**src/sv/fplc_align.sv**
```systemverilog
// pipelined align-up unit: value rounded up to a multiple of align
// restoring remainder, a few bits per stage, then one add stage
// no dependencies; align must be nonzero
`default_nettype none

module fplc_align #(
    parameter int DW  = 19,
    parameter int SW  = 13,
    parameter int BPS = 4
) (
    input  wire logic          i_clk,
    input  wire logic          i_en,
    input  wire logic [DW-1:0] i_value,
    input  wire logic [SW-1:0] i_align,
    output logic      [DW:0]   o_value
);

    localparam int NST = (DW + BPS - 1) / BPS;
    localparam int OW  = DW + 1;

    logic [SW-1:0] r_rem [NST];
    logic [DW-1:0] r_dvd [NST];
    logic [SW-1:0] r_aln [NST];
    logic [OW-1:0] r_out;

    for (genvar s = 0; s < NST; s++) begin : g_stage
        logic [SW-1:0] rem_in;
        logic [SW-1:0] n_rem;
        logic [DW-1:0] dvd_in;
        logic [DW-1:0] n_dvd;
        logic [SW-1:0] aln_in;
        logic [SW:0]   trial;

        if (s == 0) begin : g_first
            assign rem_in = '0;
            assign dvd_in = i_value;
            assign aln_in = i_align;
        end else begin : g_next
            assign rem_in = r_rem[s-1];
            assign dvd_in = r_dvd[s-1];
            assign aln_in = r_aln[s-1];
        end

        // dividend rotates so that after all steps it is back to the original value
        always_comb begin
            n_rem = rem_in;
            n_dvd = dvd_in;
            trial = '0;
            for (int j = 0; j < BPS; j++) begin
                if (s * BPS + j < DW) begin
                    trial = {n_rem, n_dvd[DW-1]};
                    if (trial >= {1'b0, aln_in}) begin
                        n_rem = SW'(trial - {1'b0, aln_in});
                    end else begin
                        n_rem = trial[SW-1:0];
                    end
                    n_dvd = {n_dvd[DW-2:0], n_dvd[DW-1]};
                end
            end
        end

        always_ff @(posedge i_clk) begin
            if (i_en) begin
                r_rem[s] <= n_rem;
                r_dvd[s] <= n_dvd;
                r_aln[s] <= aln_in;
            end
        end
    end

    always_ff @(posedge i_clk) begin
        if (i_en) begin
            if (r_rem[NST-1] == '0) begin
                r_out <= OW'(r_dvd[NST-1]);
            end else begin
                r_out <= OW'(r_dvd[NST-1]) + OW'(r_aln[NST-1] - r_rem[NST-1]);
            end
        end
    end

    assign o_value = r_out;

endmodule

`default_nettype wire

```
**config.mk**
```make
export PLATFORM = sky130hd
export DESIGN_NAME = fplc_align
export DESIGN_NICKNAME = d
export VERILOG_FILES = /design/src/sv/fplc_align.sv
export SDC_FILE = /design/constraint.sdc
export NUM_CORES = 1
export LEC_CHECK = 0
export ABC_AREA = 0
export BUFFER_PORTS_ARGS = -buffer_cell sky130_fd_sc_hd__buf_2
export CAP_MARGIN = 20
export CORE_MARGIN = 4
export CORE_UTILIZATION = 32
export CTS_CLUSTER_SIZE = 8
export DETAILED_ROUTE_END_ITERATION = 10
export PLACE_DENSITY = 0.53
export SETUP_SLACK_MARGIN = 0.3
export SYNTH_ARGS = -nofsm -noshare
export SYNTH_HDL_FRONTEND = slang
export SYNTH_SLANG_ARGS = --single-unit
```
**constraint.sdc**
```tcl
create_clock -name i_clk -period 12.72 [get_ports i_clk]
set_input_delay 1.272 -clock i_clk [delete_from_list [all_inputs] [get_ports i_clk]]
set_output_delay 1.272 -clock i_clk [all_outputs]
set_load 0.05 [all_outputs]
```
* Word-level counts from Yosys, hierarchy flattened *
Memories as Yosys holds them, arrays and structs flattened.
Index checks and enable logic that the tools add are counted.

storage, ports and cells
  bits in registers = 20
  bits in writable memories = 225
  input port bits = 34
  output and inout bits = 20
  word-level logic and storage cells = 68
  memories = 3

cells by class
  add/sub/neg operators = 21
  order comparisons = 19
  multiplexer cells = 22
  reduce and logical (&&, ||, !) cells = 1

memories
  name   depth  width  read ports  clocked after memory_dff  write ports  line  RTL
  r_dvd  5      19     5           0                         5            22    logic [DW-1:0] r_dvd [NST];
  r_aln  5      13     5           0                         5            23    logic [SW-1:0] r_aln [NST];
  r_rem  5      13     5           0                         5            21    logic [SW-1:0] r_rem [NST];

operator list
  kind               number
  $ge A14 B13 Y1     18
  $mux W13           19
  $sub A13 B13 Y13   18
  $add A19 B20 Y20   1
  $mux W19           1
  $sub A13 B13 Y14   1
  $ge A1 B13 Y1      1
  $logic_not A13 Y1  1
  $sub A1 B13 Y13    1
  $mux W1            2

* Longest topological paths before layout *
An unclocked memory read counts as a cell.

  depth in word-level cells = 9
  depth in mapped cells = 42
  depth with buffers taken out = 38

* Worst setup path after synthesis *
No wires, ideal clock.

  path type = reg2reg
  from = memory r_aln[0][0]
  to = memory r_rem[1][4] (netlist: r_rem[0][17]) (data pin)
  library setup time = 0.260 ns
  arrival = 9.928 ns
  required time = 12.460 ns
  setup slack = 2.532 ns
  stages on the path, launching flop included = 39
  path buffers = 5
  clock period less this slack = 10.188 ns
  cell sequence = edfxtp_1 > ha_1 > fa_1 > nand2b_1 > a211oi_1 > nor4b_1 > a311oi_4 > clkbuf_1 > mux2_2 > ha_1 > a211oi_1 > nor2_1 > o31ai_1 > a31oi_1 > and4b_1 > clkbuf_1 > clkbuf_1 > mux2i_1 > (+3 left out) > o311a_1 > o41ai_1 > o31ai_1 > a21o_1 > a211oi_2 > buf_2 > mux2_2 > ha_1 > or2_2 > a21oi_1 > a31oi_1 > a41oi_1 > a21oi_1 > o21ai_0 > o2111ai_1 > mux2i_1 > buf_2 > mux2_2

RTL lines
  item                line
  start: declaration  23
  end: declaration    21

==> impl_results.md <==
- Setup TNS: 0 ns
- Post-synthesis xor/xnor area fraction: 7.30%
- Max cap viols: 0
- M1 WL: 28700 um
- Post-route clock period utilization: 87.9%
- Largest net degree at the start of global routing: 154
- Initial DRC count: 1070
- Setup Skew: 0.0233 ns
- All-Layer GR Usage: 16.0%
- Synthesized cell area: 0.0224 mm2
- CTS tree: built
- CP top delay family: compound AO/OA/AOI/OAI gates
- H-tree levels: 2
- First-pass GRT wire length: 96100 um
- Final Max Slew Viols: 0
- First drt pass iteration count: 5
- Via/cell ratio: 5.37
- Top post-synthesis cells by area: edfxtp_1 (33%), ha_1 (15%), xnor2_1 (5.2%)
- Worst path bufs/invs: 2
- Final setup fails: 0
- Initial antenna violation count: 2
- Most frequent cells in the layout: ha_1 (268), edfxtp_1 (245), inv_1 (182), a21oi_1 (182), nor2_1 (176)
- CTS root buf: clkbuf_16
- Syn. warnings: 0
- CP arrival: 11.45 ns
- Fraction of registers with async set/reset: 0%
- Largest family of logic cells by synthesized area: compound AO/OA/AOI/OAI gates
- Resized Gates After CTS: 0
- CTS max path bufs: 3
- Routed wl met3: 2610 um
- # diodes: 0
- Synth Area in Compound Gates: 18.1%
- CP Class: flop to flop
- Max-slew headroom: 31.4%
- Clk Latency, worst-skew pair: 0.54 ns
- Library cells used by synthesis: 73
- Mapped Cells: 2336
- Syn avg cell area: 9.61 um2
- DP HPWL: 48500 um
- Yosys reg bits: 245
- Total core area: 0.0691 mm2
- Vias in the first global route: 17700
- F_max: 89.4 MHz
- Clk sinks: 245
- Share of cells above drive strength 1: 10.4%
- Outcome: complete, no violations
- Top Layer Used: met5
- Prevailing post-synth register cell: edfxtp_1
- Commonest non-fill, non-tap cell in the layout: ha_1
- Inst Count DP: 3292
- Starting density of the core: 32.5%
- Final nets: 2722
- Worst-path clk slew: 0.05 ns
- Via Count: 17900
- Wire length per cell: 18.4 um
- Post-CTS Setup Bufs: 0
- CP Max Fanout: 20
- DIE WIDTH: 273 um
- Antenna viol nets, final: 0
- Sequential area share after synthesis: 32.8%
- # IOs: 54
- Post-synth EDFFs: 245
- Total gr overflow: 0
- Port Buf Inserts: 53
- Non-Filler Instances: 3337
- Cell with the most instances on the worst path: ha_1
- Die area: 0.0744 mm2
- Routability cong.: 0.890
- Area delta synth->final: 10.5%
- Minimum clock period: 11.18 ns
- CP peak stage delay: 0.82 ns
- Crit. End Element: flop
- # rows: 96
- Remaining DRCs: 0
- Die Y: 273 um
- Startpoint Class: flop
- Final hold viol count: 0
- Post-synthesis net count: 2658
- Worst hold slack: 0.394 ns
- Post-Synth Adder-Cell Area: 16.7%
- Cts hold-fix bufs: 0
- Hold crit path type: flop to flop
- Post-synthesis simple-gate area fraction: 14.3%
- Post-synthesis mux area share: 6.98%
- Slew @ Worst Pin: 1.03 ns
- Largest area contributor in the netlist: edfxtp_1
- Critical Path RT: 12.99 ns
- Top cell type's share of synthesized area: 32.8%
- Metal2 WL: 28300 um
- DRT Wirelength: 61300 um
- RSZ-0062 raised after global routing: no
- Critical path's slowest cell: a311oi_4
- TritonCTS buffer count: 37
==> per-layer routing <==
layer  global-route usage [%]  vias to the layer above
li1                         -                     8894
met1                     21.6                     8525
met2                     26.6                      386
met3                     2.38                      102
met4                     4.97                        2
met5                        0                        -
==> kinds of logic after synthesis <==
group	Yosys count
compound gates	617
simple gates	640
buf+inv	219
fa+ha+maj	288
xor+xnor	187
flops	245
mux	140
==> cells in the mapped netlist, types with 6 or more instances <==
master,count
o21ai_0,109
and3_1,15
and2_1,12
o41ai_1,10
o221ai_1,17
edfxtp_1,245
xor2_1,53
clkbuf_1,28
o2111ai_1,7
inv_1,182
or3_1,24
mux2i_1,33
nor3_1,58
mux2_4,8
nand4_1,53
a211oi_1,24
o21a_1,40
a21oi_1,182
nor2b_1,41
o21bai_1,20
nand2_1,119
nand3_1,40
o31a_1,8
nand2b_1,32
a21boi_0,16
nor2_1,176
xnor2_1,134
or2_2,25
mux2_2,99
and4_1,8
o31ai_1,17
o211ai_1,21
nor4_1,12
fa_1,20
a41o_1,6
a31oi_1,24
buf_2,6
a21o_1,62
ha_1,268
==> worst paths after layout <==
check,cells past startpoint,slack (ns),to,from
max,35,1.54,r_rem[0][24]$_DFFE_PP_,r_aln[0][0]$_DFFE_PP_
min,0,0.39,r_dvd[0][84]$_DFFE_PP_,r_dvd[0][62]$_DFFE_PP_
max reg2reg,35,1.54,r_rem[0][24]$_DFFE_PP_,r_aln[0][0]$_DFFE_PP_
min reg2reg,0,0.39,r_dvd[0][84]$_DFFE_PP_,r_dvd[0][62]$_DFFE_PP_
==> final cells by class <==
class	instances	area, um2
fillers	6936	44300
multi-input cells	1872	14200
flip-flops and latches	245	7360
well taps	931	1160
clock buffers	38	930
inverters	182	683
repair buffers	62	355
clock inverters	7	58.8
==> metrics by stage <==
stage,util (%),area (um2),worst slack [ns]
floorplan,-,22400,2.53
global placement,34.5,23800,1.53
detailed placement,34.5,23800,1.60
CTS,35.9,24800,1.71
global route,35.9,24800,0.867
finish,35.9,24800,1.54
==> flip-flops by register name, summed over array words and instances, names as in the netlist <==
signal and flops:
r_dvd 95, o_value 20, r_rem 65, r_aln 65
Power is left out: the tool's default activity adds up to more than one toggle a clock period on the data nets, which glitch-free logic cannot reach.
