==> src/sv/fplc_pkg.sv <==
// types and constants shared by the frame plane layout calculator
// request and result items, pipeline metadata, format codes and internal widths
// no dependencies
`default_nettype none

package fplc_pkg;

    // pixel format codes
    localparam logic [3:0] FMT_RGB24  = 4'd0;
    localparam logic [3:0] FMT_BGR24  = 4'd1;
    localparam logic [3:0] FMT_ARGB32 = 4'd2;
    localparam logic [3:0] FMT_ABGR32 = 4'd3;
    localparam logic [3:0] FMT_Y416   = 4'd4;
    localparam logic [3:0] FMT_YUY2   = 4'd5;
    localparam logic [3:0] FMT_UYVY   = 4'd6;
    localparam logic [3:0] FMT_Y800   = 4'd7;
    localparam logic [3:0] FMT_YV12   = 4'd8;
    localparam logic [3:0] FMT_I420   = 4'd9;
    localparam logic [3:0] FMT_YV24   = 4'd10;
    localparam logic [3:0] FMT_NV12   = 4'd11;
    localparam logic [3:0] FMT_P010   = 4'd12;
    localparam logic [3:0] FMT_P210   = 4'd13;

    // alignment unit: dividend width, divisor width, remainder bits per stage
    localparam int ALIGN_DW  = 19;
    localparam int ALIGN_SW  = 13;
    localparam int ALIGN_BPS = 4;
    localparam int ALIGN_OW  = ALIGN_DW + 1;
    localparam int ALIGN_LAT = (ALIGN_DW + ALIGN_BPS - 1) / ALIGN_BPS + 1;

    // widths of aligned values as they enter the size stages
    localparam int STRIDE_W  = 19;
    localparam int CSTRIDE_W = 15;
    localparam int ROWS_W    = 16;
    localparam int CROWS_W   = 15;
    localparam int TOTAL_W   = 32;

    typedef struct packed {
        logic [3:0]  mode;
        logic [14:0] width;
        logic [14:0] height;
        logic [12:0] row_byte_align;
        logic [12:0] row_count_align;
    } t_req;

    typedef struct packed {
        logic        ok;
        logic [1:0]  plane_count;
        logic [17:0] stride_plane0;
        logic [15:0] stride_plane1;
        logic [14:0] stride_plane2;
        logic [29:0] offset_plane1;
        logic [29:0] offset_plane2;
        logic [31:0] total_bytes;
        logic [34:0] total_bits;
    } t_res;

    // per-item layout info that rides alongside the alignment units
    typedef struct packed {
        logic       ok;
        logic [1:0] planes;
        logic       chroma_w;   // planes one and two use the halved width
        logic       chroma_h;   // planes one and two use the halved height
    } t_meta;

endpackage

`default_nettype wire

==> src/sv/fplc_skid.sv <==
// output register with one skid entry; the pipeline freezes only while the skid is full
// uses fplc_pkg for the result type
`default_nettype none

module fplc_skid (
    input  wire logic           i_clk,
    input  wire logic           i_rst_n,
    input  wire logic           i_valid,
    input  wire fplc_pkg::t_res i_res,
    input  wire logic           i_stall,
    output logic                o_valid,
    output fplc_pkg::t_res      o_res,
    output logic                o_full
);

    logic           r_out_valid;
    fplc_pkg::t_res r_out_res;
    logic           r_skid_valid;
    fplc_pkg::t_res r_skid_res;
    logic           out_free;

    assign out_free = !r_out_valid || !i_stall;

    always_ff @(posedge i_clk) begin
        if (!i_rst_n) begin
            r_out_valid  <= 1'b0;
            r_skid_valid <= 1'b0;
        end else if (out_free) begin
            if (r_skid_valid) begin
                r_out_valid  <= 1'b1;
                r_skid_valid <= 1'b0;
            end else begin
                r_out_valid <= i_valid;
            end
        end else if (!r_skid_valid && i_valid) begin
            r_skid_valid <= 1'b1;
        end
    end

    always_ff @(posedge i_clk) begin
        if (out_free) begin
            r_out_res <= r_skid_valid ? r_skid_res : i_res;
        end
        if (!out_free && !r_skid_valid) begin
            r_skid_res <= i_res;
        end
    end

    assign o_valid = r_out_valid;
    assign o_res   = r_out_res;
    assign o_full  = r_skid_valid;

endmodule

`default_nettype wire

==> config.mk <==
export PLATFORM = sky130hd
export DESIGN_NAME = fplc_skid
export DESIGN_NICKNAME = d
export VERILOG_FILES = /design/src/sv/fplc_pkg.sv /design/src/sv/fplc_skid.sv
export SDC_FILE = /design/constraint.sdc
export NUM_CORES = 1
export LEC_CHECK = 0
export BUFFER_PORTS_ARGS = -buffer_cell sky130_fd_sc_hd__clkbuf_2
export CAP_MARGIN = 20
export CORE_MARGIN = 2
export CORE_UTILIZATION = 41
export DETAILED_ROUTE_END_ITERATION = 12
export PLACE_DENSITY = 0.62
export SLEW_MARGIN = 0
export SYNTH_ARGS = -nofsm -noshare
export SYNTH_HDL_FRONTEND = slang
export SYNTH_SLANG_ARGS = --single-unit
==> constraint.sdc <==
create_clock -name i_clk -period 24.8 [get_ports i_clk]
set_input_delay 2.48 -clock i_clk [delete_from_list [all_inputs] [get_ports i_clk]]
set_output_delay 2.48 -clock i_clk [all_outputs]
set_load 0.1 [all_outputs]
Word-level counts from Yosys, hierarchy flattened
Cells that the tools add are included.
{"block": "word_totals", "reg_bits": 360, "elab_cells": 31, "ramBits": 0, "latch_bits": 0, "input_bits": 183, "rom_bits": 0, "output_inout_bits": 181, "mem_count": 0}
{"block": "classes", "n_bitwise": 1, "addsub": 0, "n_div": 0, "n_reduce_logical": 8, "n_mux": 2, "n_eq_ne": 0, "n_mul": 0, "shift": 0, "n_lt_le_gt_ge": 0}
{"op": "179-bit two-way mux", "count": 1}
{"op": "1-bit zero test", "count": 4}
{"op": "1-bit logical AND", "count": 2}
{"op": "2-bit OR reduction", "count": 1}
{"op": "1-bit logical OR", "count": 1}
{"op": "1-bit two-way mux", "count": 1}
{"op": "1-bit NOT", "count": 1}

Logic depth before layout (Yosys ltp)
{"block": "logic_depth", "ltp_word": 4, "mapped_depth": 5, "ltp_nobuf": 2}

Worst setup path after synthesis
No wires, ideal clock.
{"block": "synth_path", "kind": "input-to-reg", "from": "in i_stall", "to": "reg r_skid_res[0] (netlist name), enable pin", "path_buffers": 0, "path_stages": 2, "setup_slack_ns": 7.074, "setup_ns": 1.777, "t_arrival_ns": 15.949, "required_time_ns": 23.023, "path_cell_list": "nand2_1 -> nor2_1"}
{"block": "synth_via", "elab_chain_cells": 4}
{"element": "start, declared", "line_no": "fplc_skid.sv:10", "text": "input wire logic i_stall,"}
{"element": "1-bit zero test", "line_no": "fplc_skid.sv:22", "text": "assign out_free = !r_out_valid || !i_stall;"}
{"element": "1-bit logical OR", "line_no": "fplc_skid.sv:22"}
{"element": "1-bit zero test", "line_no": "fplc_skid.sv:44", "text": "if (!out_free && !r_skid_valid) begin"}
{"element": "1-bit logical AND", "line_no": "fplc_skid.sv:44"}
{"element": "end signal, assigned", "line_no": "fplc_skid.sv:45", "text": "r_skid_res <= i_res;"}
{"element": "end, declared", "line_no": "fplc_skid.sv:19", "text": "fplc_pkg::t_res r_skid_res;"}
No other way between the ends.
A chain may end at the register's enable or synchronous reset.

Final worst setup path
{"block": "layout_path", "from": "in i_stall", "to": "reg r_out_res, in the netlist o_res[110], enable pin"}
{"block": "layout_via", "elab_chain_cells": 2}
{"element": "1-bit zero test", "line_no": "fplc_skid.sv:22"}
{"element": "1-bit logical OR", "line_no": "fplc_skid.sv:22"}
{"element": "named net out_free", "line_no": "fplc_skid.sv:20", "text": "logic out_free;"}
{"element": "end signal, assigned", "line_no": "fplc_skid.sv:42", "text": "r_out_res <= r_skid_valid ? r_skid_res : i_res;"}
{"element": "end, declared", "line_no": "fplc_skid.sv:17", "text": "fplc_pkg::t_res r_out_res;"}
The timed path passes the listed nets, and every way through them passes these cells.

==> out/results.ini <==
[synth]
synth_top_family_by_area = multiplexers
yosysTopAreaCell = edfxtp_1
ys_seq_elements = 360
synthXorXnorAreaFrac = 0
yosys.area_share.simple = 0.00178
synth_warnings = 0
syn_area_per_cell_sq_um = 23.6
yosys-top-cells-area = edfxtp_1, mux2_4, mux2_2
synth_compound_area_frac = 0.000563
synthMuxAreaShare = 0.176
synth_fa_ha_area_frac = 0
postSynthCellCount = 564
synth_fp_nets = 747
syn_area_sq_um = 13300
seq_area_frac_synth = 0.809
synth_top_area_share = 0.806
ys_types = 10

[critical_path]
crit_path_start_kind = input pin
crit_top_cell = buf_4
cp_max_fo = 73
critical-path-max-stage-delay_ns = 0.87
critPathKind = in2reg
cp.required_ns = 24.93
crit_chain = clkbuf_2 > nand2_4 > buf_4 > buf_4
end_kind = flop
critPathArrivalTime_ns = 4.84
critPathSlowestCell = buf_4

[routing]
drt_first_iter_violations = 289
ant_nets = 0
via_count = 6603
wirelength_microns = 25900
drtPass1Iterations = 6
wl_per_cell_microns = 18.2
viasPerCell = 4.64
route.detailed.drc = 0

[grt]
grt_pass1_wl_microns = 38100
grt_use_met1 = 0.182
grt.busiest_layer = met2
overflow = 0
use_met3 = 0.0585
first_global_vias = 6694
gr-usage-all-layers = 0.147
gr-usage-met2 = 0.233
antenna_found_initial = 0
grt_max_degree = 78

[cells_and_area]
drive_gt1_frac = 0.612
final_nets = 1137
final_common_cell = clkbuf_2
fillers = 2607
final_cells = 1424
fin_util = 0.520
finish.instance_area_sq_um = 16800
num_antenna_cells = 0
syn_to_final_growth_pct = 25.8
most-common-layout-cells = clkbuf_2, edfxtp_1, mux2_2

[floorplanning]
initial_utilization = 0.413
die_area_sq_um = 34000
die_y_microns = 184
num_io_pins = 364
fp.dieW_microns = 184
core_area_sq_um = 32300
rows = 66

[clock_tree]
cts.reportedPaths.clkPinSlew_ns = 0.06
cts.path.max_buffers = 3
cts_hold_buf = 0
clkSinkCount = 360
cts_max_level = 2
ctsResizeCount = 0
cts-root-buf = clkbuf_16
cts_made_buffers = 38
cts_setup_buffers = 0
tritoncts = yes
clk_latency_ns = 0.51

[placed_design]
post_dp_cell_area_sq_um = 15600
port_buffers = 363
place.gp.congestion = 0.755
placed_cells = 1356
hpwl_microns = 17100

[pwr]
p_int_mw = 1.07
power_mw = 1.50
p_leak_nw = 6.58
power_frac_comb = 0.167
p_seq_frac = 0.479
swShare = 0.290
p_switching_mw = 0.436
p_clk_frac = 0.353
ir_worst_vdd_mv = 0.0555
p_per_area_nw_per_um2 = 89.5

[sta]
finalClockSkew_ns = 0.0151
fin_crit_sh = 0.190
finalSetupTns_ns = 0
setup_viol = 0
maxSlewHeadroom = 0.288
period_minus_slack_ns = 4.71
hold_viol_final = 0
finalMaxSlewViolations = 0
fmax_mhz = 212
worst_pin_slew_ns = 1.07
rsz0062_at_grt = no

[hold_path]
min_path_type = reg2reg

[run_status]
outcome = complete, no violations

[run]
cap_violations = 0

cell type report:
class / count / area (sq um) / area share
repair buffers: 370 / 1870 / 0.111
clock inverters: 17 / 106 / 0.00634
flip-flops and latches: 360 / 10800 / 0.643
multi-input cells: 184 / 2390 / 0.143
well taps: 442 / 553 / 0.0330
clock buffers: 51 / 1060 / 0.0634
flip-flops by register name, indices dropped and copies added, names as in the netlist:
signal,cells
o_full,1
o_res,179
o_valid,1
r_skid_res,179
cells in the mapped netlist (all sizes together):
cell    instances
mux2          179
nand2           1
nor2            2
edfxtp        358
nor3b           1
buf            20
dfxtp           2
a21boi          1
worst max-delay path: cells and delay by family:
kind / cells / cell delay (ns)
buf+inv: 3 / 1.75
simple gates: 1 / 0.47
per-layer routing:
metal / wire length [microns] / part of all wire
met2: 12300 / 0.48
met3: 2510 / 0.097
met1: 10300 / 0.40
met4: 773 / 0.030
met5: 0 / 0
final timing paths:
check               end             from  cells past startpoint  slack (ns)
max          o_res[110]          i_stall                      4       20.09
min          o_res[170]  r_skid_res[170]                      1        0.54
max reg2reg  o_res[110]          o_valid                      3       21.82
min reg2reg  o_res[170]  r_skid_res[170]                      1        0.54
power by group through the flow:
stage | Sequential, mW | Clock (mW) | Combinational (mW)
floorplan | 0.908 | 0 | 0.0330
global placement | 0.732 | 0 | 0.252
detailed placement | 0.732 | 0 | 0.253
CTS | 0.720 | 0.548 | 0.253
global route | 0.722 | 0.572 | 0.259
finish | 0.720 | 0.530 | 0.251
per-stage QoR:
stage | hold slack (ns) | setup slack [ns]
after floorplan | 0.523 | 7.07
after global placement | 0.527 | 19.47
after detailed placement | 0.530 | 19.38
after CTS | 0.537 | 19.99
after global routing | 0.549 | 19.86
final | 0.535 | 20.09
cells by family (layout without fill, tap and decap cells):
group	Yosys count	count (layout)
mux	179	179
buf+inv	20	438
flops	360	360
compound gates	1	1
simple gates	4	4
Note: power is estimated with default switching activity, not from simulation.
