--- src/sv/fplc_pkg.sv ---
// types and constants shared by the frame plane layout calculator
// request and result items, pipeline metadata, format codes and internal widths
// no dependencies
`default_nettype none

package fplc_pkg;

    // pixel format codes
    localparam logic [3:0] FMT_RGB24  = 4'd0;
    localparam logic [3:0] FMT_BGR24  = 4'd1;
    localparam logic [3:0] FMT_ARGB32 = 4'd2;
    localparam logic [3:0] FMT_ABGR32 = 4'd3;
    localparam logic [3:0] FMT_Y416   = 4'd4;
    localparam logic [3:0] FMT_YUY2   = 4'd5;
    localparam logic [3:0] FMT_UYVY   = 4'd6;
    localparam logic [3:0] FMT_Y800   = 4'd7;
    localparam logic [3:0] FMT_YV12   = 4'd8;
    localparam logic [3:0] FMT_I420   = 4'd9;
    localparam logic [3:0] FMT_YV24   = 4'd10;
    localparam logic [3:0] FMT_NV12   = 4'd11;
    localparam logic [3:0] FMT_P010   = 4'd12;
    localparam logic [3:0] FMT_P210   = 4'd13;

    // alignment unit: dividend width, divisor width, remainder bits per stage
    localparam int ALIGN_DW  = 19;
    localparam int ALIGN_SW  = 13;
    localparam int ALIGN_BPS = 4;
    localparam int ALIGN_OW  = ALIGN_DW + 1;
    localparam int ALIGN_LAT = (ALIGN_DW + ALIGN_BPS - 1) / ALIGN_BPS + 1;

    // widths of aligned values as they enter the size stages
    localparam int STRIDE_W  = 19;
    localparam int CSTRIDE_W = 15;
    localparam int ROWS_W    = 16;
    localparam int CROWS_W   = 15;
    localparam int TOTAL_W   = 32;

    typedef struct packed {
        logic [3:0]  mode;
        logic [14:0] width;
        logic [14:0] height;
        logic [12:0] row_byte_align;
        logic [12:0] row_count_align;
    } t_req;

    typedef struct packed {
        logic        ok;
        logic [1:0]  plane_count;
        logic [17:0] stride_plane0;
        logic [15:0] stride_plane1;
        logic [14:0] stride_plane2;
        logic [29:0] offset_plane1;
        logic [29:0] offset_plane2;
        logic [31:0] total_bytes;
        logic [34:0] total_bits;
    } t_res;

    // per-item layout info that rides alongside the alignment units
    typedef struct packed {
        logic       ok;
        logic [1:0] planes;
        logic       chroma_w;   // planes one and two use the halved width
        logic       chroma_h;   // planes one and two use the halved height
    } t_meta;

endpackage

`default_nettype wire

--- src/sv/fplc_size_calc.sv ---
// plane size products, offsets and totals, two register stages
// uses fplc_pkg for the metadata and result types
`default_nettype none

module fplc_size_calc (
    input  wire logic                          i_clk,
    input  wire logic                          i_rst_n,
    input  wire logic                          i_en,
    input  wire logic                          i_valid,
    input  wire fplc_pkg::t_meta               i_meta,
    input  wire logic [fplc_pkg::STRIDE_W-1:0]  i_s0,
    input  wire logic [fplc_pkg::CSTRIDE_W-1:0] i_s1c,
    input  wire logic [fplc_pkg::ROWS_W-1:0]    i_ah,
    input  wire logic [fplc_pkg::CROWS_W-1:0]   i_ach,
    output logic                               o_valid,
    output fplc_pkg::t_res                     o_res
);

    localparam int PW = fplc_pkg::STRIDE_W + fplc_pkg::ROWS_W;

    logic [fplc_pkg::STRIDE_W-1:0] s1_sel;
    logic [fplc_pkg::ROWS_W-1:0]   h1_sel;
    logic [PW-1:0]                 p0;
    logic [PW-1:0]                 p1;

    logic                          r_a_valid;
    fplc_pkg::t_meta               r_a_meta;
    logic [fplc_pkg::STRIDE_W-1:0] r_a_s0;
    logic [fplc_pkg::STRIDE_W-1:0] r_a_s1;
    logic [fplc_pkg::TOTAL_W-1:0]  r_a_z0;
    logic [fplc_pkg::TOTAL_W-1:0]  r_a_z1;

    logic [fplc_pkg::TOTAL_W-1:0]  z1;
    logic [fplc_pkg::TOTAL_W-1:0]  z2;
    logic [fplc_pkg::TOTAL_W-1:0]  z01;
    logic [fplc_pkg::TOTAL_W-1:0]  total;
    fplc_pkg::t_res                n_res;

    logic                          r_b_valid;
    fplc_pkg::t_res                r_b_res;

    always_comb begin
        s1_sel = i_meta.chroma_w ? fplc_pkg::STRIDE_W'(i_s1c) : i_s0;
        h1_sel = i_meta.chroma_h ? fplc_pkg::ROWS_W'(i_ach) : i_ah;
        p0     = PW'(i_s0) * PW'(i_ah);
        p1     = PW'(s1_sel) * PW'(h1_sel);
    end

    always_ff @(posedge i_clk) begin
        if (!i_rst_n) begin
            r_a_valid <= 1'b0;
        end else if (i_en) begin
            r_a_valid <= i_valid;
        end
    end

    always_ff @(posedge i_clk) begin
        if (i_en) begin
            r_a_meta <= i_meta;
            r_a_s0   <= i_s0;
            r_a_s1   <= s1_sel;
            r_a_z0   <= p0[fplc_pkg::TOTAL_W-1:0];
            r_a_z1   <= p1[fplc_pkg::TOTAL_W-1:0];
        end
    end

    // plane two always matches plane one in size when present
    always_comb begin
        z1    = (r_a_meta.planes >= 2'd2) ? r_a_z1 : '0;
        z2    = (r_a_meta.planes == 2'd3) ? r_a_z1 : '0;
        z01   = r_a_z0 + z1;
        total = z01 + z2;
        n_res = '0;
        if (r_a_meta.ok) begin
            n_res.ok            = 1'b1;
            n_res.plane_count   = r_a_meta.planes;
            n_res.stride_plane0 = r_a_s0[17:0];
            if (r_a_meta.planes >= 2'd2) begin
                n_res.stride_plane1 = r_a_s1[15:0];
                n_res.offset_plane1 = r_a_z0[29:0];
            end
            if (r_a_meta.planes == 2'd3) begin
                n_res.stride_plane2 = r_a_s1[14:0];
                n_res.offset_plane2 = z01[29:0];
            end
            n_res.total_bytes = total;
            n_res.total_bits  = {total, 3'b000};
        end
    end

    always_ff @(posedge i_clk) begin
        if (!i_rst_n) begin
            r_b_valid <= 1'b0;
        end else if (i_en) begin
            r_b_valid <= r_a_valid;
        end
    end

    always_ff @(posedge i_clk) begin
        if (i_en) begin
            r_b_res <= n_res;
        end
    end

    assign o_valid = r_b_valid;
    assign o_res   = r_b_res;

endmodule

`default_nettype wire

--- config.mk ---
export PLATFORM = sky130hd
export DESIGN_NAME = fplc_size_calc
export DESIGN_NICKNAME = d
export VERILOG_FILES = /design/src/sv/fplc_pkg.sv /design/src/sv/fplc_size_calc.sv
export SDC_FILE = /design/constraint.sdc
export NUM_CORES = 2
export LEC_CHECK = 0
export BUFFER_PORTS_ARGS = -buffer_cell sky130_fd_sc_hd__buf_2
export CORE_MARGIN = 4
export CORE_UTILIZATION = 52
export CTS_BUF_LIST = sky130_fd_sc_hd__clkbuf_8
export DETAILED_ROUTE_END_ITERATION = 8
export GPL_ROUTABILITY_DRIVEN = 0
export MAX_ROUTING_LAYER = met4
export PLACE_DENSITY_LB_ADDON = 0.2
export SETUP_SLACK_MARGIN = 0.4
export SYNTH_ARGS = -nofsm -noshare
export SYNTH_HDL_FRONTEND = slang
export SYNTH_SLANG_ARGS = --single-unit
--- constraint.sdc ---
create_clock -name i_clk -period 7.6 [get_ports i_clk]
set_input_delay 0.76 -clock i_clk [delete_from_list [all_inputs] [get_ports i_clk]]
set_output_delay 0.76 -clock i_clk [all_outputs]
set_load 0.01 [all_outputs]
Word level (Yosys, flattened, before mapping)
Index checks and enable logic that the tools add are counted.
{"block": "totals", "output_inout_bits": 180, "word_cells": 34, "register_bits": 250, "inputBits": 74}
{"block": "classes", "eq_ne": 1, "magnitude_cmp": 1, "mul": 2, "n_reduce_logical": 2, "n_mux": 9, "n_addsub": 2}
{"operator": "two-way mux 179 bit", "count": 1}
{"operator": "adder 32 bit", "count": 2}
{"operator": "multiplier 19 x 16 -> 32 bit", "count": 2}
{"operator": "two-way mux 32 bit", "count": 2}
{"operator": "two-way mux 30 bit", "count": 2}
{"operator": "two-way mux 16 bit", "count": 2}
{"operator": "two-way mux 19 bit", "count": 1}
{"operator": "two-way mux 15 bit", "count": 1}
{"operator": "AND reduction 2 bit", "count": 2}
{"operator": "== test 2 bit (second input constant)", "count": 1}
{"operator": ">= comparator 2 bit (second input constant)", "count": 1}

Depth between registers and ports, before layout
{"block": "depth", "ltp_word": 5, "depth_mapped": 27, "mapped_depth_nobuf": 24}

Worst setup path before layout
Ideal clock, no wire load.
{"block": "synth_path", "kind": "input to register", "from": "input i_meta[1] (netlist bit)", "to": "register r_a_z1[31] (netlist bit) (data pin)", "setup_time_ns": 0.260, "path_stages": 22, "path_buffers": 2, "t_required_ns": 7.340, "arrival_time_ns": 7.230, "setup_slack_ns": 0.110, "cell_sequence": "buf_1 buf_1 mux2i_1 clkinv_1 nand2_1 fa_1 fa_1 fa_1 fa_1 inv_1 fa_1 fa_1 ha_1 nand2_1 nor3_1 o21ai_0 o21ai_0 o21ai_0 a31o_2 o311a_1 o21bai_1 xnor2_1"}
{"block": "synth_between", "elab_chain_len": 2}
{"item": "start, declared", "line_no": "fplc_size_calc.sv:10", "text": "input wire fplc_pkg::t_meta i_meta,"}
{"item": "two-way mux 19 bit", "line_no": "fplc_size_calc.sv:43", "text": "s1_sel = i_meta.chroma_w ? fplc_pkg::STRIDE_W'(i_s1c) : i_s0;"}
{"item": "via s1_sel (one bit)", "line_no": "fplc_size_calc.sv:21", "text": "logic [fplc_pkg::STRIDE_W-1:0] s1_sel;"}
{"item": "multiplier 19 x 16 -> 32 bit", "line_no": "fplc_size_calc.sv:46", "text": "p1 = PW'(s1_sel) * PW'(h1_sel);"}
{"item": "via p1[31]", "line_no": "fplc_size_calc.sv:24", "text": "logic [PW-1:0] p1;"}
{"item": "end signal, assigned", "line_no": "fplc_size_calc.sv:63", "text": "r_a_z1 <= p1[fplc_pkg::TOTAL_W-1:0];"}
{"item": "end, declared", "line_no": "fplc_size_calc.sv:31", "text": "logic [fplc_pkg::TOTAL_W-1:0] r_a_z1;"}
The timed path passes the listed nets, and every way through them passes these cells.
A chain may end at the register's enable or synchronous reset.

Worst setup path in the final report
{"block": "layout_path", "from": "input i_s0[8] (netlist bit)", "to": "register r_a_z1[30] (netlist bit) (data pin)"}
{"block": "layout_between", "elab_chain_len": 2}
{"item": "start, declared", "line_no": "fplc_size_calc.sv:11", "text": "input wire logic [fplc_pkg::STRIDE_W-1:0] i_s0,"}
{"item": "two-way mux 19 bit", "line_no": "fplc_size_calc.sv:43"}
{"item": "multiplier 19 x 16 -> 32 bit", "line_no": "fplc_size_calc.sv:46"}
{"item": "via p1[30]", "line_no": "fplc_size_calc.sv:24"}
The timed path passes the listed nets, and every way through them passes these cells.

==> results.tsv <==
metric	value	unit
status	completed	
cts_buffer_depth	3	
rows	89	
io_pins	254	
fin_tns_setup	0	ns
dr.pass1.iters	8	
synth_edf_count	245	
syn_area_per_cell	9.79	sq um
yosysTopAreaCellShare	30.2	%
hold_class	input pin to register	
rr_worst_depth	19	
fin_crit_sh	89.8	%
yosysSeqAreaShare	23.8	%
synthTopCellsByCount	inv_1 (579), fa_1 (470), nand2_1 (389)	
grt-ovfl-total	0	
cp-end-kind	register	
setup_ws	0.776	ns
r2r-start	r_a_meta[3]	
post-cts-setup-buffer-count	0	
finalWirelength	82000	um
grt_pass1_vias	24200	
drv_cap	0	
skew	0.0350	ns
area_growth	10.0	%
initial_utilization	52.7	%
yosys_register_bits	247	
portBuffers	250	
regArea	7400	sq um
synth.largest_area_cell	fa_1	
netlist_instances	3180	
grt_max_degree	126	
grt_pass1_wl	131000	um
synthFlopType	edfxtp_1	
cp-start-kind	input pin	
cts_tree	yes	
dp_slack	0.0173	ns
final_max_slew_viol_count	0	
cts.repair.resized	0	
numCtsBuffers	45	
yosysMostFrequentCell	inv_1	
worstPathArrival	7.20	ns
synth_warnings	0	
insertion_delay	0.64	ns
die_w	253	um
whs_endpoint	r_a_meta[4]	
reg2reg_slack	1.73	ns
critPathKind	input pin to register	
vias_per_cell	5.43	
ys_types	70	
fmax	147	MHz
post_drt_wl_per_cell	19.4	um
crit_fanout	18	
fillers	5065	
rsz0062_at_grt	no	
root_buffer	clkbuf_8	
finalHoldViolCount	0	
min_path_cells	1	
min_period	6.82	ns
cp_common_cell	fa_1	
antenna_found_initial	8	
critPathSlowestCell	fa_1	
synth_area_leaders	fa_1 (30%), edfxtp_1 (24%), ha_1 (9.7%), inv_1 (7.0%), nand2_1 (4.7%)	
reg2reg_to	o_res[33]	
vias	22900	
core_area	59100	sq um
track_usage	26.9	%
required	7.97	ns
min_from	i_meta[4]	
drt_iter0_drc	1847	
die_area	63900	sq um
dpl_cell_area	33400	sq um
numClockSinks	247	
worst_path_largest_cell_delay	0.54	ns
ctsHoldBuffers	0	
setup_viol	0	
clk_pin_slew	0.06	ns
route.detailed.drc	0	
maxSlewHeadroom	34.4	%
dp_hpwl	66600	um
ant_nets	0	
htreeDepth	2	
drive_gt1_share	12.5	%
syn_area	31100	sq um
synth_async_sr_flop_share	0	%
worst_pin_slew	0.984	ns
nets	4190	
multi_input_area	20800	sq um
die_y	253	um
stdcell_area	34300	sq um
crit_chain	buf_2 -> mux2i_1 -> inv_1 -> nand2_1 -> fa_1 -> fa_1 -> fa_1 -> fa_1 -> inv_1 -> fa_1 -> fa_1 -> ha_1 -> a21oi_1 -> o21a_1 -> o21ai_0 -> and3_1 -> a2111oi_2 -> nor2_1 -> a211o_1 -> a21oi_1 -> xnor2_1	
-- final cells by class --
type                            count  area share (%)
Antenna cell                        7          0.0511
Clock buffer                       45            1.81
Clock inverter                     35           0.756
Inverter                          582            6.38
Multi-Input combinational cell   2193            60.8
Sequential cell                   247            21.6
Tap cell                          773            2.82
Timing Repair Buffer              335            5.84
-- flip-flops by register name (all words and copies together), names as in the netlist --
| name | count |
|---|---|
| o_valid | 1 |
| r_a_meta | 3 |
| r_a_s0 | 18 |
| r_a_valid | 1 |
| r_a_s1 | 16 |
| r_a_z1 | 32 |
| r_a_z0 | 32 |
| o_res | 144 |
-- per-stage QoR --
step / utilization (%) / instances / hold WS (ns)
floorplan: - / 3182 / 0.482
finish: 57.9 / 4217 / 0.319
global route: 57.9 / 4217 / 0.291
global placement: 56.4 / 4130 / 0.491
CTS: 57.9 / 4210 / 0.269
detailed placement: 56.4 / 4130 / 0.510
-- per-layer routing --
layer	vias up	GRT usage, %	part of all wire, %
met5	-	-	0
met3	170	5.82	9.4
met2	1006	42.5	46
met4	0	8.51	3.3
li1	10400	-	-
met1	11300	35.1	41
-- worst max path at each step --
stage	slack (ns)	start	cells past startpoint	end
after global placement	0.31	i_meta[1]	23	r_a_z1[30]
after floorplan	0.45	i_meta[0]	24	r_a_z1[30]
after global routing	0.49	i_s0[8]	21	r_a_z1[31]
after detailed placement	0.02	i_meta[1]	23	r_a_z1[30]
after CTS	0.70	i_meta[1]	23	r_a_z1[30]
final	0.78	i_s0[8]	21	r_a_z1[30]
-- kinds of logic (layout without fill, tap and decap cells) --
logic type               after synthesis  after routing  synth area share (%)
AO/OA/AOI/OAI                        302            302                  6.36
XOR/XNOR                             120            120                  3.38
adder cells (fa/ha/maj)              712            712                  39.9
buffers and inverters                742            997                  9.43
flip-flops                           247            247                  23.8
multiplexers                          48             48                  1.59
other                                  1             10                0.0120
AND/OR/NAND/NOR                     1008           1008                  15.5
-- critical path, delay by kind of cell --
| kind | cells | cell delay, ns |
|---|---|---|
| AOI/OAI and AO/OA | 6 | 1.48 |
| xor gates and xnor gates | 1 | 0.08 |
| adders and majority gates | 7 | 3.34 |
| buffers and inverters | 3 | 0.82 |
| muxes | 1 | 0.17 |
| and+or+nand+nor | 3 | 0.53 |
-- layout by cell type, fill, tap and decap left out, types with 22 or more instances in the layout --
cell type / instances
inv_1: 585
fa_1: 470
nand2_1: 389
buf_2: 248
edfxtp_1: 245
ha_1: 242
and2_1: 213
nor2_1: 188
and3_1: 111
a21oi_1: 102
xnor2_1: 88
buf_4: 77
o21ai_0: 52
a21o_1: 46
clkbuf_8: 45
mux2i_1: 35
xor2_1: 32
nand2b_1: 23
nand3_1: 22
Power is not shown: default switching activity piles up to over one toggle a cycle in this logic, so the estimate is an artifact.
